==> config.mk <==
export PLATFORM = sky130hd
export DESIGN_NAME = button_debounce_click_hold
export DESIGN_NICKNAME = d
export VERILOG_FILES = /design/src/rtl/bdch_pkg.sv /design/src/rtl/bdch_cfg.sv /design/src/rtl/bdch_core.sv /design/src/rtl/button_debounce_click_hold.sv
export SDC_FILE = /design/constraint.sdc
export NUM_CORES = 1
export LEC_CHECK = 0
export BUFFER_PORTS_ARGS = -buffer_cell sky130_fd_sc_hd__buf_2
export CAP_MARGIN = 25
export CORE_MARGIN = 4
export CORE_UTILIZATION = 55
export CTS_CLUSTER_DIAMETER = 50
export DETAILED_ROUTE_END_ITERATION = 10
export PLACE_DENSITY = 0.74
export SYNTH_ARGS = -nofsm -noshare
export SYNTH_HDL_FRONTEND = slang
export SYNTH_HIERARCHICAL = 1
export SYNTH_SLANG_ARGS = --single-unit
==> constraint.sdc <==
create_clock -name clk -period 19.5 [get_ports clk]
set_input_delay 0.975 -clock clk [delete_from_list [all_inputs] [get_ports clk]]
set_output_delay 0.975 -clock clk [all_outputs]
set_load 0.1 [all_outputs]
==> src/rtl/bdch_pkg.sv <==
package bdch_pkg;

  localparam int TimeW   = 32;
  localparam int CfgW    = 16;
  localparam int CntW    = 32;
  localparam int CfgIdxW = 2;

  typedef logic [CfgIdxW-1:0] cfg_idx_t;

  localparam cfg_idx_t REG_DEBOUNCE  = 2'd0;
  localparam cfg_idx_t REG_DBL_WIN   = 2'd1;
  localparam cfg_idx_t REG_HOLD_THR  = 2'd2;

  typedef struct packed {
    logic [CfgW-1:0] hold_threshold_ms;
    logic [CfgW-1:0] double_click_window_ms;
    logic [CfgW-1:0] debounce_ms;
  } cfg_t;

  // last field in the lowest bits
  typedef struct packed {
    logic             clear_count;
    logic [TimeW-1:0] now_ms;
    logic             raw_level;
  } item_t;

  typedef struct packed {
    logic [CntW-1:0]  press_total;
    logic [TimeW-1:0] hold_duration_ms;
    logic             held_flag;
    logic             double_click_event;
    logic             release_event;
    logic             press_event;
    logic             debounced_level;
  } result_t;

  localparam int ItemW    = $bits(item_t);
  localparam int ResW     = $bits(result_t);
  localparam int InDataW  = ((ItemW + 7) / 8) * 8;
  localparam int OutDataW = ((ResW + 7) / 8) * 8;

endpackage

==> src/rtl/bdch_cfg.sv <==
module bdch_cfg (
  input  logic                         clk,
  input  logic                         rst_n,
  input  logic                         cfg_wr_en,
  input  bdch_pkg::cfg_idx_t           cfg_index,
  input  logic [bdch_pkg::CfgW-1:0]    cfg_wdata,
  output bdch_pkg::cfg_t               cfg
);

  bdch_pkg::cfg_t cfg_r;

  always_ff @(posedge clk) begin
    if (!rst_n) begin
      cfg_r.debounce_ms            <= bdch_pkg::CfgW'(50);
      cfg_r.double_click_window_ms <= bdch_pkg::CfgW'(500);
      cfg_r.hold_threshold_ms      <= bdch_pkg::CfgW'(1000);
    end else if (cfg_wr_en) begin
      unique case (cfg_index)
        bdch_pkg::REG_DEBOUNCE: cfg_r.debounce_ms            <= cfg_wdata;
        bdch_pkg::REG_DBL_WIN:  cfg_r.double_click_window_ms <= cfg_wdata;
        bdch_pkg::REG_HOLD_THR: cfg_r.hold_threshold_ms      <= cfg_wdata;
        default: ;
      endcase
    end
  end

  assign cfg = cfg_r;

endmodule

==> src/rtl/bdch_core.sv <==
module bdch_core (
  input  logic              clk,
  input  logic              rst_n,
  input  bdch_pkg::cfg_t    cfg,
  input  bdch_pkg::item_t   item,
  input  logic              advance,
  output bdch_pkg::result_t result
);

  logic                         stable_r, stable_nxt;
  logic [bdch_pkg::TimeW-1:0]   change_start_r, change_start_nxt;
  logic [bdch_pkg::TimeW-1:0]   last_press_r, last_press_nxt;
  logic [bdch_pkg::CntW-1:0]    press_cnt_r, press_cnt_nxt;
  logic                         held_r, held_nxt;

  logic [bdch_pkg::CntW-1:0]    cnt_base;
  logic [bdch_pkg::TimeW-1:0]   since_change, gap, hold;
  logic [bdch_pkg::TimeW-1:0]   deb_ext, win_ext, thr_ext;
  logic                         differ, take, press, release_ev, dbl;

  always_comb begin
    deb_ext = bdch_pkg::TimeW'(cfg.debounce_ms);
    win_ext = bdch_pkg::TimeW'(cfg.double_click_window_ms);
    thr_ext = bdch_pkg::TimeW'(cfg.hold_threshold_ms);

    cnt_base     = item.clear_count ? '0 : press_cnt_r;
    differ       = item.raw_level != stable_r;
    since_change = item.now_ms - change_start_r;
    take         = differ && (since_change >= deb_ext);

    stable_nxt       = take ? item.raw_level : stable_r;
    change_start_nxt = (!differ || take) ? item.now_ms : change_start_r;

    press      = take && item.raw_level;
    release_ev = take && !item.raw_level;
    gap        = item.now_ms - last_press_r;
    dbl        = press && (cnt_base != '0) && (gap <= win_ext) && (gap > deb_ext);

    last_press_nxt = press ? item.now_ms : last_press_r;
    press_cnt_nxt  = cnt_base + bdch_pkg::CntW'(press);

    // hold time is measured from the press time after this sample
    hold     = stable_nxt ? (item.now_ms - last_press_nxt) : '0;
    held_nxt = stable_nxt && (held_r || (hold >= thr_ext));

    result.debounced_level    = stable_nxt;
    result.press_event        = press;
    result.release_event      = release_ev;
    result.double_click_event = dbl;
    result.held_flag          = held_nxt;
    result.hold_duration_ms   = hold;
    result.press_total        = press_cnt_nxt;
  end

  always_ff @(posedge clk) begin
    if (!rst_n) begin
      stable_r       <= 1'b0;
      change_start_r <= '0;
      last_press_r   <= '0;
      press_cnt_r    <= '0;
      held_r         <= 1'b0;
    end else if (advance) begin
      stable_r       <= stable_nxt;
      change_start_r <= change_start_nxt;
      last_press_r   <= last_press_nxt;
      press_cnt_r    <= press_cnt_nxt;
      held_r         <= held_nxt;
    end
  end

endmodule

==> src/rtl/button_debounce_click_hold.sv <==
// button debouncer with press, release, double-click and hold detection
// path: a transferred sample is registered in item_r, and its result is registered in res_r, which drives out_*
// throughput: one sample per cycle while out_tready allows; the state update of one sample feeds the next
// through a single register stage, so back-to-back samples need no gap, but back-pressure on out_tready stalls them
// reset: synchronous, active low; clears pipeline valids and button state,
// loads config defaults (debounce 50, double-click window 500, hold 1000)
module button_debounce_click_hold (
  input  logic                              clk,
  input  logic                              rst_n,
  input  logic                              in_tvalid,
  output logic                              in_tready,
  // raw_level[0], now_ms[32:1], clear_count[33], zero pad above
  input  logic [bdch_pkg::InDataW-1:0]      in_tdata,
  output logic                              out_tvalid,
  input  logic                              out_tready,
  // debounced_level[0], press_event[1], release_event[2], double_click_event[3],
  // held_flag[4], hold_duration_ms[36:5], press_total[68:37], zero pad above
  output logic [bdch_pkg::OutDataW-1:0]     out_tdata,
  input  logic                              cfg_wr_en,
  input  logic [bdch_pkg::CfgIdxW-1:0]      cfg_index,
  input  logic [bdch_pkg::CfgW-1:0]         cfg_wdata
);

  bdch_pkg::cfg_t    cfg;
  bdch_pkg::item_t   item_r;
  bdch_pkg::result_t result, res_r;
  logic              item_vld_r, out_vld_r;
  logic              advance;

  bdch_cfg u_cfg (
    .clk       (clk),
    .rst_n     (rst_n),
    .cfg_wr_en (cfg_wr_en),
    .cfg_index (cfg_index),
    .cfg_wdata (cfg_wdata),
    .cfg       (cfg)
  );

  bdch_core u_core (
    .clk     (clk),
    .rst_n   (rst_n),
    .cfg     (cfg),
    .item    (item_r),
    .advance (advance),
    .result  (result)
  );

  // item moves into the result register when that slot is free or being taken
  assign advance   = item_vld_r && (!out_vld_r || out_tready);
  assign in_tready = !item_vld_r || advance;

  always_ff @(posedge clk) begin
    if (!rst_n) begin
      item_vld_r <= 1'b0;
      out_vld_r  <= 1'b0;
    end else begin
      if (in_tready) begin
        item_vld_r <= in_tvalid;
      end
      if (advance) begin
        out_vld_r <= 1'b1;
      end else if (out_tready) begin
        out_vld_r <= 1'b0;
      end
    end
  end

  always_ff @(posedge clk) begin
    if (in_tready && in_tvalid) begin
      item_r <= in_tdata[bdch_pkg::ItemW-1:0];
    end
    if (advance) begin
      res_r <= result;
    end
  end

  assign out_tvalid = out_vld_r;
  assign out_tdata  = {{(bdch_pkg::OutDataW - bdch_pkg::ResW){1'b0}}, res_r};

endmodule

-- Yosys cells after proc, flatten, opt, wreduce, memory -nomap -nowiden
Cells that the tools add are included.
- flip-flop bits (word level): 251
- input bits: 63
- output and inout bits: 74
- logic and storage cells: 61
- $add $sub $neg: 4
- $lt $le $gt $ge: 4
- equal/unequal tests: 3
- mux-type cells: 6
- reduce and logical (&&, ||, !) cells: 24
- operators with widths (cell ; count):
    32-bit two-way mux ; 3
    32-bit subtractor ; 3
    32-bit by 16-bit >= comparator with 1-bit output ; 2
    32-bit by 1-bit adder with 32-bit output ; 1
    32-bit by 16-bit > comparator with 1-bit output ; 1
    32-bit by 16-bit <= comparator with 1-bit output ; 1
    32-bit nonzero test ; 1
    1-bit logical AND ; 9
    2-bit AND reduction ; 4
    1-bit zero test ; 4
    1-bit logical OR ; 4
    1-bit two-way mux ; 3
    2-bit by 1-bit equality test with 1-bit output, second input constant ; 1
    2-bit equality test, second input constant ; 1
    2-bit zero test ; 1
    2-bit nonzero test ; 1
    1-bit inequality test ; 1

-- Logic depth before layout (Yosys ltp)
Gate-level depths: netlist of run 1.
- depth in word-level cells: 10
- gate-level depth with buffers: 47
- depth with buffers taken out: 44

-- By module
The synthesis of run 1 kept the hierarchy.
- by module, submodules not included (module ; times used ; cells an instance ; area an instance (um2) ; sequential area each (um2)):
    bdch_core ; 1 ; 1745 ; 12763.5 ; 1961.9
    button_debounce_click_hold ; 1 ; 116 ; 3223.1 ; 3133.0
    bdch_cfg ; 1 ; 184 ; 1878.1 ; 960.9

-- Worst setup path after synthesis of run 1
OpenSTA, ideal clock, no wires.
- kind: register to register
- from: register item_r[5] (netlist bit)
- to: register res_r (netlist bit out_tdata[4]) (data pin)
- library setup time: 0.251 ns
- arrival: 8.680 ns
- data required time: 19.249 ns
- slack: 10.569 ns
- stages on the path, launching flop included: 45
- buffers on the path: 3
- period minus slack after synthesis: 8.931 ns
- path through: edfxtp_1 > ha_1 > a21o_1 > nor3_2 > a21oi_4 > a31oi_1 > o21ai_0 > a21oi_1 > xnor2_1 > ha_1 > and4_1 > nand2_1 > o2111ai_1 > a221oi_1 > nand4b_1 > a2111oi_0 > and4_1 > nand4_2 > [9 not listed] > nand2b_1 > a21o_1 > maj3_1 > a21oi_1 > mux2i_4 > maj3_1 > o211ai_1 > a21oi_1 > ha_1 > a21o_1 > a21o_1 > a2111oi_0 > o21ai_0 > nor3b_1 > o221ai_1 > nor4_2 > a21oi_1 > buf_4
- RTL lines (what ; line ; source):
    from (decl) ; button_debounce_click_hold.sv:25 ; bdch_pkg::item_t item_r;
    from (signal assigned) ; button_debounce_click_hold.sv:70 ; item_r <= in_tdata[bdch_pkg::ItemW-1:0];
    to (signal assigned) ; button_debounce_click_hold.sv:73 ; res_r <= result;
    to (decl) ; button_debounce_click_hold.sv:26 ; bdch_pkg::result_t result, res_r;

==> results.md, run 1 <==
* Crit. End Element: register
* Leak at 8.009 nW
* ANT nets after route at 0
* Largest family of logic cells by synthesized area: simple AND/OR/NAND/NOR gates
* Met2 Use GR at 42.38%
* Max-cap violations at 0
* Number of CTS-inserted buffers at 31
* Post-synth EDFFs at between 100 and 150
* Synth Area in Compound Gates at approximately 18%
* Post-DP HPWL at roughly 35 mm
* CTS-repair resized insts at 0
* Worst Setup SP: item_r[6]
* First-pass GRT wire length at roughly 74 mm
* Placed Cells incl. Taps at approximately 2500
* GRT busiest layer: met2
* Die height at 188.2 um
* Setup slack, reg-to-reg at ~8.0 ns
* Outcome: complete, no violations
* Non-Filler Instances at between 2000 and 3000
* Buffers on Ports at roughly 130
* Yosys top cell area share at between 10% and 20%
* First-pass DRT Iterations at 5
* Largest area contributor in the netlist: edfxtp_1
* Synth-to-Final Area Change at 10.65%
* Endpoints failing setup at 0
* Pwr Density at 80.97 nW/um^2
* Distinct cells, synth at 107
* Placement Rows at 65
* Overflow after GRT at 0
* Initial Util at a little under three fifths
* Slew @ Worst Pin at 1.053 ns
* Crit Path Category: reg -> reg
* Power Total at 1.601 mW
* Crit-path max cell delay at 0.81 ns
* Initial antenna violation count at 1
* GRT met3 Usage at 3.205%
* H-Tree Depth at 1
* Layout Utilization at 62.16%
* Hold Worst Slack at between 0.4 and 0.5 ns
* Fillers at between 2000 and 3000
* Post-synth ARST share at 0%
* Synthesized instance count at 2045
* Max Buffers Root-to-Sink at 3
* Final Hold Fails at 0
* Min-Delay Path Class: reg -> reg
* CTS tree: done
* I/O pin cnt at ~140
* Reg clk slew, reported paths at 0.06 ns
* Gr usage total at about a quarter
* GP Congestion at between 0.9 and 1
* Final Cycle Share at about three fifths
* Total core area at between 30000 and 40000 sq um
* Pins Over Slew Limit at 0
* Root buf cell: clkbuf_16
* Nets at 2344
* Vias per cell at approximately 5.8
* Worst-case reg-to-reg path depth at 38
* GRT met1 Usage at 33.60%
* Wirelength, routed at approximately 46 mm
* Syn_area_per_cell at between 8 and 9 sq um
* Slew headroom at 29.57%
* Post-CTS Setup Bufs at 0
* Largest cells by area after synthesis: edfxtp_1 (17%), dfxtp_1 (17%), ha_1 (11%)
* Commonest non-fill, non-tap cell in the layout: nand2_1
* Layout Skew at 0.01612 ns
* Pre-CTS setup slack at about 8.2 ns
* Sequential cell area fraction in the yosys report at about 34%
* Worst setup path endpoint: out_tdata[4]
* Worst vdd ir at around 0.077 mV
* Worst R2R End: out_tdata[4]
* Xor/xnor share of the synthesized area at between 3 and 4%
* Post-Place Cell Area at ~19000 sq um
* Synthesized cell area at between 15000 and 20000 sq um
* Number of global-route vias before repair at around 14000
* Most frequent cells in the layout: nand2_1 (191), ha_1 (155), inv_1 (150)
* Adder-Cell Fraction of Synth Area at a little under an eighth
* Vias at approximately 15000
* Synth warn at 6
* Initial drt markers at 1247
* Unrepaired setup endpoints after global routing: no
* Die width at ~190 um
* Crit path DAT at approximately 12 ns
* Largest net degree at the start of global routing at between 90 and 100
* Launching point of the worst reg2reg path: item_r[6]
* Simple-Gate Fraction of Synth Area at 20.82%
* Mux contribution to synthesized area at under 10%
* Layout cell share with drive strength beyond 1 at 11.27%
* Crit path time final at ~12 ns
* CP max stage cell: nor2_1
* Critical Path Source Type: register
* Routed WL per cell at between 15 and 20 um
* Worst EP required at around 20 ns
* Max Freq at around 87 MHz
* Setup total negative slack at 0 ns
* Cts-stage hold buffer count at 0
* Worst setup margin at between 7 and 8 ns
* Clock Latency Late Sink at between 0.5 and 0.6 ns
* Final Cell Area at slightly below 20000 sq um
* # DRC at 0
* Die footprint at roughly 35000 sq um
* Flops & latches, synth at around 250
* Critical Path Fanout Max at 82
* Clk sink count at about 250
* Top_reg_cell synth: dfxtp_1
-- cells in the mapped netlist (7+ instances only) --
cell type / n
nand4_1: 22
o21a_1: 25
a211oi_1: 10
inv_1: 151
a21oi_1: 136
ha_1: 155
and3_1: 16
or3_1: 25
a21boi_0: 37
dfxtp_1: 148
edfxtp_1: 103
and4_1: 7
o2111ai_1: 8
a21o_1: 43
or2_2: 8
buf_4: 10
nor4_1: 14
xnor2_1: 48
nor2b_1: 115
nor3_1: 27
nor3b_1: 9
nand3_1: 74
buf_1: 14
mux2i_1: 112
clkbuf_1: 51
a31oi_1: 10
a221oi_1: 7
o21ai_0: 81
nand2b_1: 30
a2111oi_0: 7
buf_2: 13
xor2_1: 25
nand2_1: 191
nor2_1: 143
a21oi_2: 7
o211ai_1: 17
-- flip-flops by register name, summed over array words and instances (netlist names) --
| name | flops |
|---|---|
| item_vld_r | 1 |
| u_core/last_press_r | 32 |
| u_cfg/cfg | 48 |
| u_core/stable_r | 1 |
| out_tdata | 69 |
| u_core/press_cnt_r | 32 |
| item_r | 34 |
| u_core/held_r | 1 |
| out_tvalid | 1 |
| u_core/change_start_r | 32 |
-- worst max-delay path: cells and delay by family (launching register included) --
family / cells / cell delay (ns)
fa+ha+maj: 4 / 1.38
simple gates: 12 / 3.85
xor+xnor: 2 / 0.30
flops: 1 / 0.53
buf+inv: 2 / 0.51
compound gates: 18 / 4.68
-- how the worst min path moves through the flow --
stage	cells after the start	slack, ns	end	from
after detailed placement	2	0.45	u_cfg/cfg[6]	u_cfg/cfg[6]
after CTS	2	0.46	u_cfg/cfg[43]	u_cfg/cfg[43]
after floorplan	2	0.43	u_cfg/cfg[19]	u_cfg/cfg[19]
after global placement	2	0.44	u_cfg/cfg[27]	u_cfg/cfg[27]
final	2	0.46	u_cfg/cfg[43]	u_cfg/cfg[43]
after global routing	2	0.48	u_cfg/cfg[6]	u_cfg/cfg[6]
-- kinds of logic (layout without fill, tap and decap cells) --
family | after synthesis | after routing
simple gates | 724 | 724
compound gates | 471 | 471
flops | 251 | 251
buf+inv | 246 | 347
fa+ha+maj | 163 | 163
mux | 116 | 116
xor+xnor | 73 | 73
other cells | 1 | 4
-- area by class of cell --
cell class                      count  area [sq um]  share of cell area, %
Inverter                          151         566.8                  2.867
Antenna cell                        1         2.502                0.01266
Tap cell                          435         544.3                  2.753
Multi-Input combinational cell   1550         10840                  54.83
Clock buffer                       35         790.8                  4.000
Sequential cell                   251          6056                  30.63
Timing Repair Buffer              138         740.7                  3.747
Clock inverter                     23         229.0                  1.158
-- where the power goes --
| part | leakage (nW) | internal [mW] | switching [mW] |
|---|---|---|---|
| Combinational | 5.33 | 0.151 | 0.290 |
| Clock | 0.506 | 0.335 | 0.234 |
| Sequential | 2.17 | 0.573 | 0.0180 |
-- layer usage --
layer / routed length [um] / part of all wire (%)
met4: 1431 / 3.1
met3: 2326 / 5.0
met2: 21580 / 47
met5: 0 / 0
met1: 20900 / 45
Note: power is estimated with default switching activity, not from simulation.
==> run 2: changes to the inputs <==
==> constraint.sdc (replaced) <==
create_clock -name clk -period 10.7 [get_ports clk]
set_input_delay 0.535 -clock clk [delete_from_list [all_inputs] [get_ports clk]]
set_output_delay 0.535 -clock clk [all_outputs]
set_load 0.1 [all_outputs]
==> results.md, run 2 (synthesized netlist as in run 1, its figures left out) <==
* Min-Delay Path Class: in -> reg
* # DRC at 0 (unchanged)
* Crit path DAT at 10.35 ns (-1.50 ns)
* Switching Share at 33.71% (-0.13 points)
* Clock power share at 35.6% (about the same)
* Final Cycle Share at 93.90% (+35 points)
* Power share of the sequential group at 36.8% (about the same)
* Most frequent cells in the layout: nand2_1 (191), ha_1 (155), inv_1 (150)
* Outcome: complete, no violations
* Nets at 2346 (+0.085%)
* Worst R2R End: out_tdata[4]
* Initial antenna violation count at 0 (-1)
* Number of global-route vias before repair at 14420 (+1.4%)
* Comb pwr share at 27.6% (about the same)
* Post-Place Cell Area at 18750 sq um (+0.16%)
* Worst vdd ir at 0.1281 mV (+66%)
* Max reg flops at 69 (unchanged)
* Max Freq at 99.53 MHz (+15%)
* Cts-stage hold buffer count at 0 (unchanged)
* Total internal power at 1.939 mW (+83%)
* Commonest non-fill, non-tap cell in the layout: nand2_1
* Setup slack, reg-to-reg at 0.65 ns (-7.31 ns)
* Crit path time final at 10.05 ns (-1.491 ns)
* First-pass GRT wire length at 74.95 mm (+1.4%)
* Launching point of the worst reg2reg path: item_r[5]
* Worst EP required at 11.00 ns (-8.81 ns)
* Critical Path Fanout Max at 20 (-76%)
* H-Tree Depth at 1 (unchanged)
* Worst-case reg-to-reg path depth at 42 (+11%)
* Leak at 8.013 nW (about the same)
* I/O pin cnt at 137 (unchanged)
* CTS tree: done
* First-pass DRT Iterations at 5 (unchanged)
* Die width at 188.2 um (unchanged)
* Most frequent CP cell: a21oi_1
* Min-Delay Path Depth at 1 (-1)
* Endpoints failing setup at 0 (unchanged)
* CTS-repair resized insts at 0 (unchanged)
* Layout cell share with drive strength beyond 1 at 11.35% (+0.088 points)
* Slew headroom at 30.93% (+1.4 points)
* Pre-CTS setup slack at 0.7526 ns (-7.447 ns)
* Root buf cell: clkbuf_16
* Die footprint at 35430 sq um (unchanged)
* Gr usage total at 25.39% (+0.38 points)
* Pins Over Slew Limit at 0 (unchanged)
* Critical Path Source Type: register
* Max Buffers Root-to-Sink at 3 (unchanged)
* ANT nets after route at 0 (unchanged)
* Placement Rows at 65 (unchanged)
* Sw Pwr at 986.2 uW (+82%)
* Vias at 15200 (+0.74%)
* Clk sink count at 251 (unchanged)
* Worst setup margin at 0.6530 ns (-7.309 ns)
* Diode count at 0 (-1)
* Overflow after GRT at 0 (unchanged)
* Crit Path Category: reg -> reg
* Post-CTS Setup Bufs at 0 (unchanged)
* Initial Util at 56.18% (unchanged)
* Wirelength, routed at 46.85 mm (+1.3%)
* Die height at 188.2 um (unchanged)
* Post-DP HPWL at 35.34 mm (+1.7%)
* Pwr Density at 147.9 nW/um^2 (+83%)
* Slew @ Worst Pin at 1.036 ns (-0.01655 ns)
* Max-cap violations at 0 (unchanged)
* Number of CTS-inserted buffers at 30 (-3.2%)
* Hold Path Origin: in_tdata[20]
* Largest net degree at the start of global routing at 90 (-2.2%)
* GP Congestion at 0.9352 (+2.5%)
* Routed WL per cell at 18.13 um (+1.3%)
* Total core area at 31800 sq um (unchanged)
* Power Total at 2.925 mW (+83%)
* Vias per cell at 5.881 (+0.74%)
* Setup total negative slack at 0 ns (unchanged)
* Initial drt markers at 1264 (+1.4%)
* Final Cell Area at 19780 sq um (about the same)
* Clock Latency Late Sink at 0.57 ns (-0.02 ns)
* CP max stage cell: edfxtp_1
* Crit-path max cell delay at 0.50 ns (-0.31 ns)
* Unrepaired setup endpoints after global routing: no
* Hold endpoint: item_r[20]
* Crit. End Element: register
* Final Hold Fails at 0 (unchanged)
* Synth-to-Final Area Change at 10.72% (about the same)
* Layout Skew at 0.01992 ns (+0.003807 ns)
* Buffers on Ports at 127 (unchanged)
* Reg clk slew, reported paths at 0.06 ns (about the same)
run 2: cell types whose count changed in the layout (fill, tap and decap cells not counted), sizes merged:
cell and change:
diode -1, bufinv +1, buf +3, inv -1, clkbuf -2
run 2: per-stage QoR:
stage | util, % | hold WS [ns] | instances
after global placement | 58.96 | 0.4449 | 2528
after CTS | 62.18 | 0.1172 | 2584
after detailed placement | 58.96 | 0.4504 | 2528
final | 62.20 | 0.1419 | 2584
after floorplan | - | 0.4347 | 2047
after global routing | 62.20 | 0.1204 | 2584
run 2: final cells by class:
cell class              instances  area, sq um
well taps                     435        544.3
flip-flops and latches        251         6056
clock buffers                  33        762.0
multi-input cells            1550        10840
clock inverters                23        262.8
fillers                      2748        12020
repair buffers                141        743.2
inverters                     151        566.8
run 2: worst max-delay path, delay by kind of cell (launching register included):
kind	cells	cell delay, ns
AO/OA/AOI/OAI	20	4.20
flip-flops	1	0.50
AND/OR/NAND/NOR	12	2.24
multiplexers	1	0.17
buffers and inverters	2	0.38
XOR/XNOR	1	0.14
adder cells (fa/ha/maj)	6	2.11
run 2: worst max-delay path by stage:
stage               cells past startpoint       from            to  slack, ns
finish                                 42  item_r[5]  out_tdata[4]       0.65
CTS                                    42  item_r[6]  out_tdata[4]       0.67
global route                           44  item_r[2]  out_tdata[4]       0.01
global placement                       42  item_r[6]  out_tdata[4]       1.09
detailed placement                     42  item_r[6]  out_tdata[4]       0.75
floorplan                              44  item_r[5]  out_tdata[4]       1.77
run 2: routing by layer:
| layer | vias up | wire [um] | track usage (%) |
|---|---|---|---|
| met5 | - | 0 | 0 |
| met3 | 95 | 2332 | 2.334 |
| met4 | 0 | 1641 | 8.159 |
| met2 | 449 | 21990 | 42.67 |
| met1 | 7164 | 20890 | 34.76 |
| li1 | 7489 | - | - |
run 2: power by group through the flow:
stage / Clock [mW] / Combinational (mW) / Sequential [mW]
global placement: 0 / 0.775 / 1.10
global route: 1.10 / 0.880 / 1.08
CTS: 1.06 / 0.797 / 1.08
floorplan: 0 / 0.508 / 1.20
detailed placement: 0 / 0.792 / 1.10
finish: 1.04 / 0.807 / 1.08
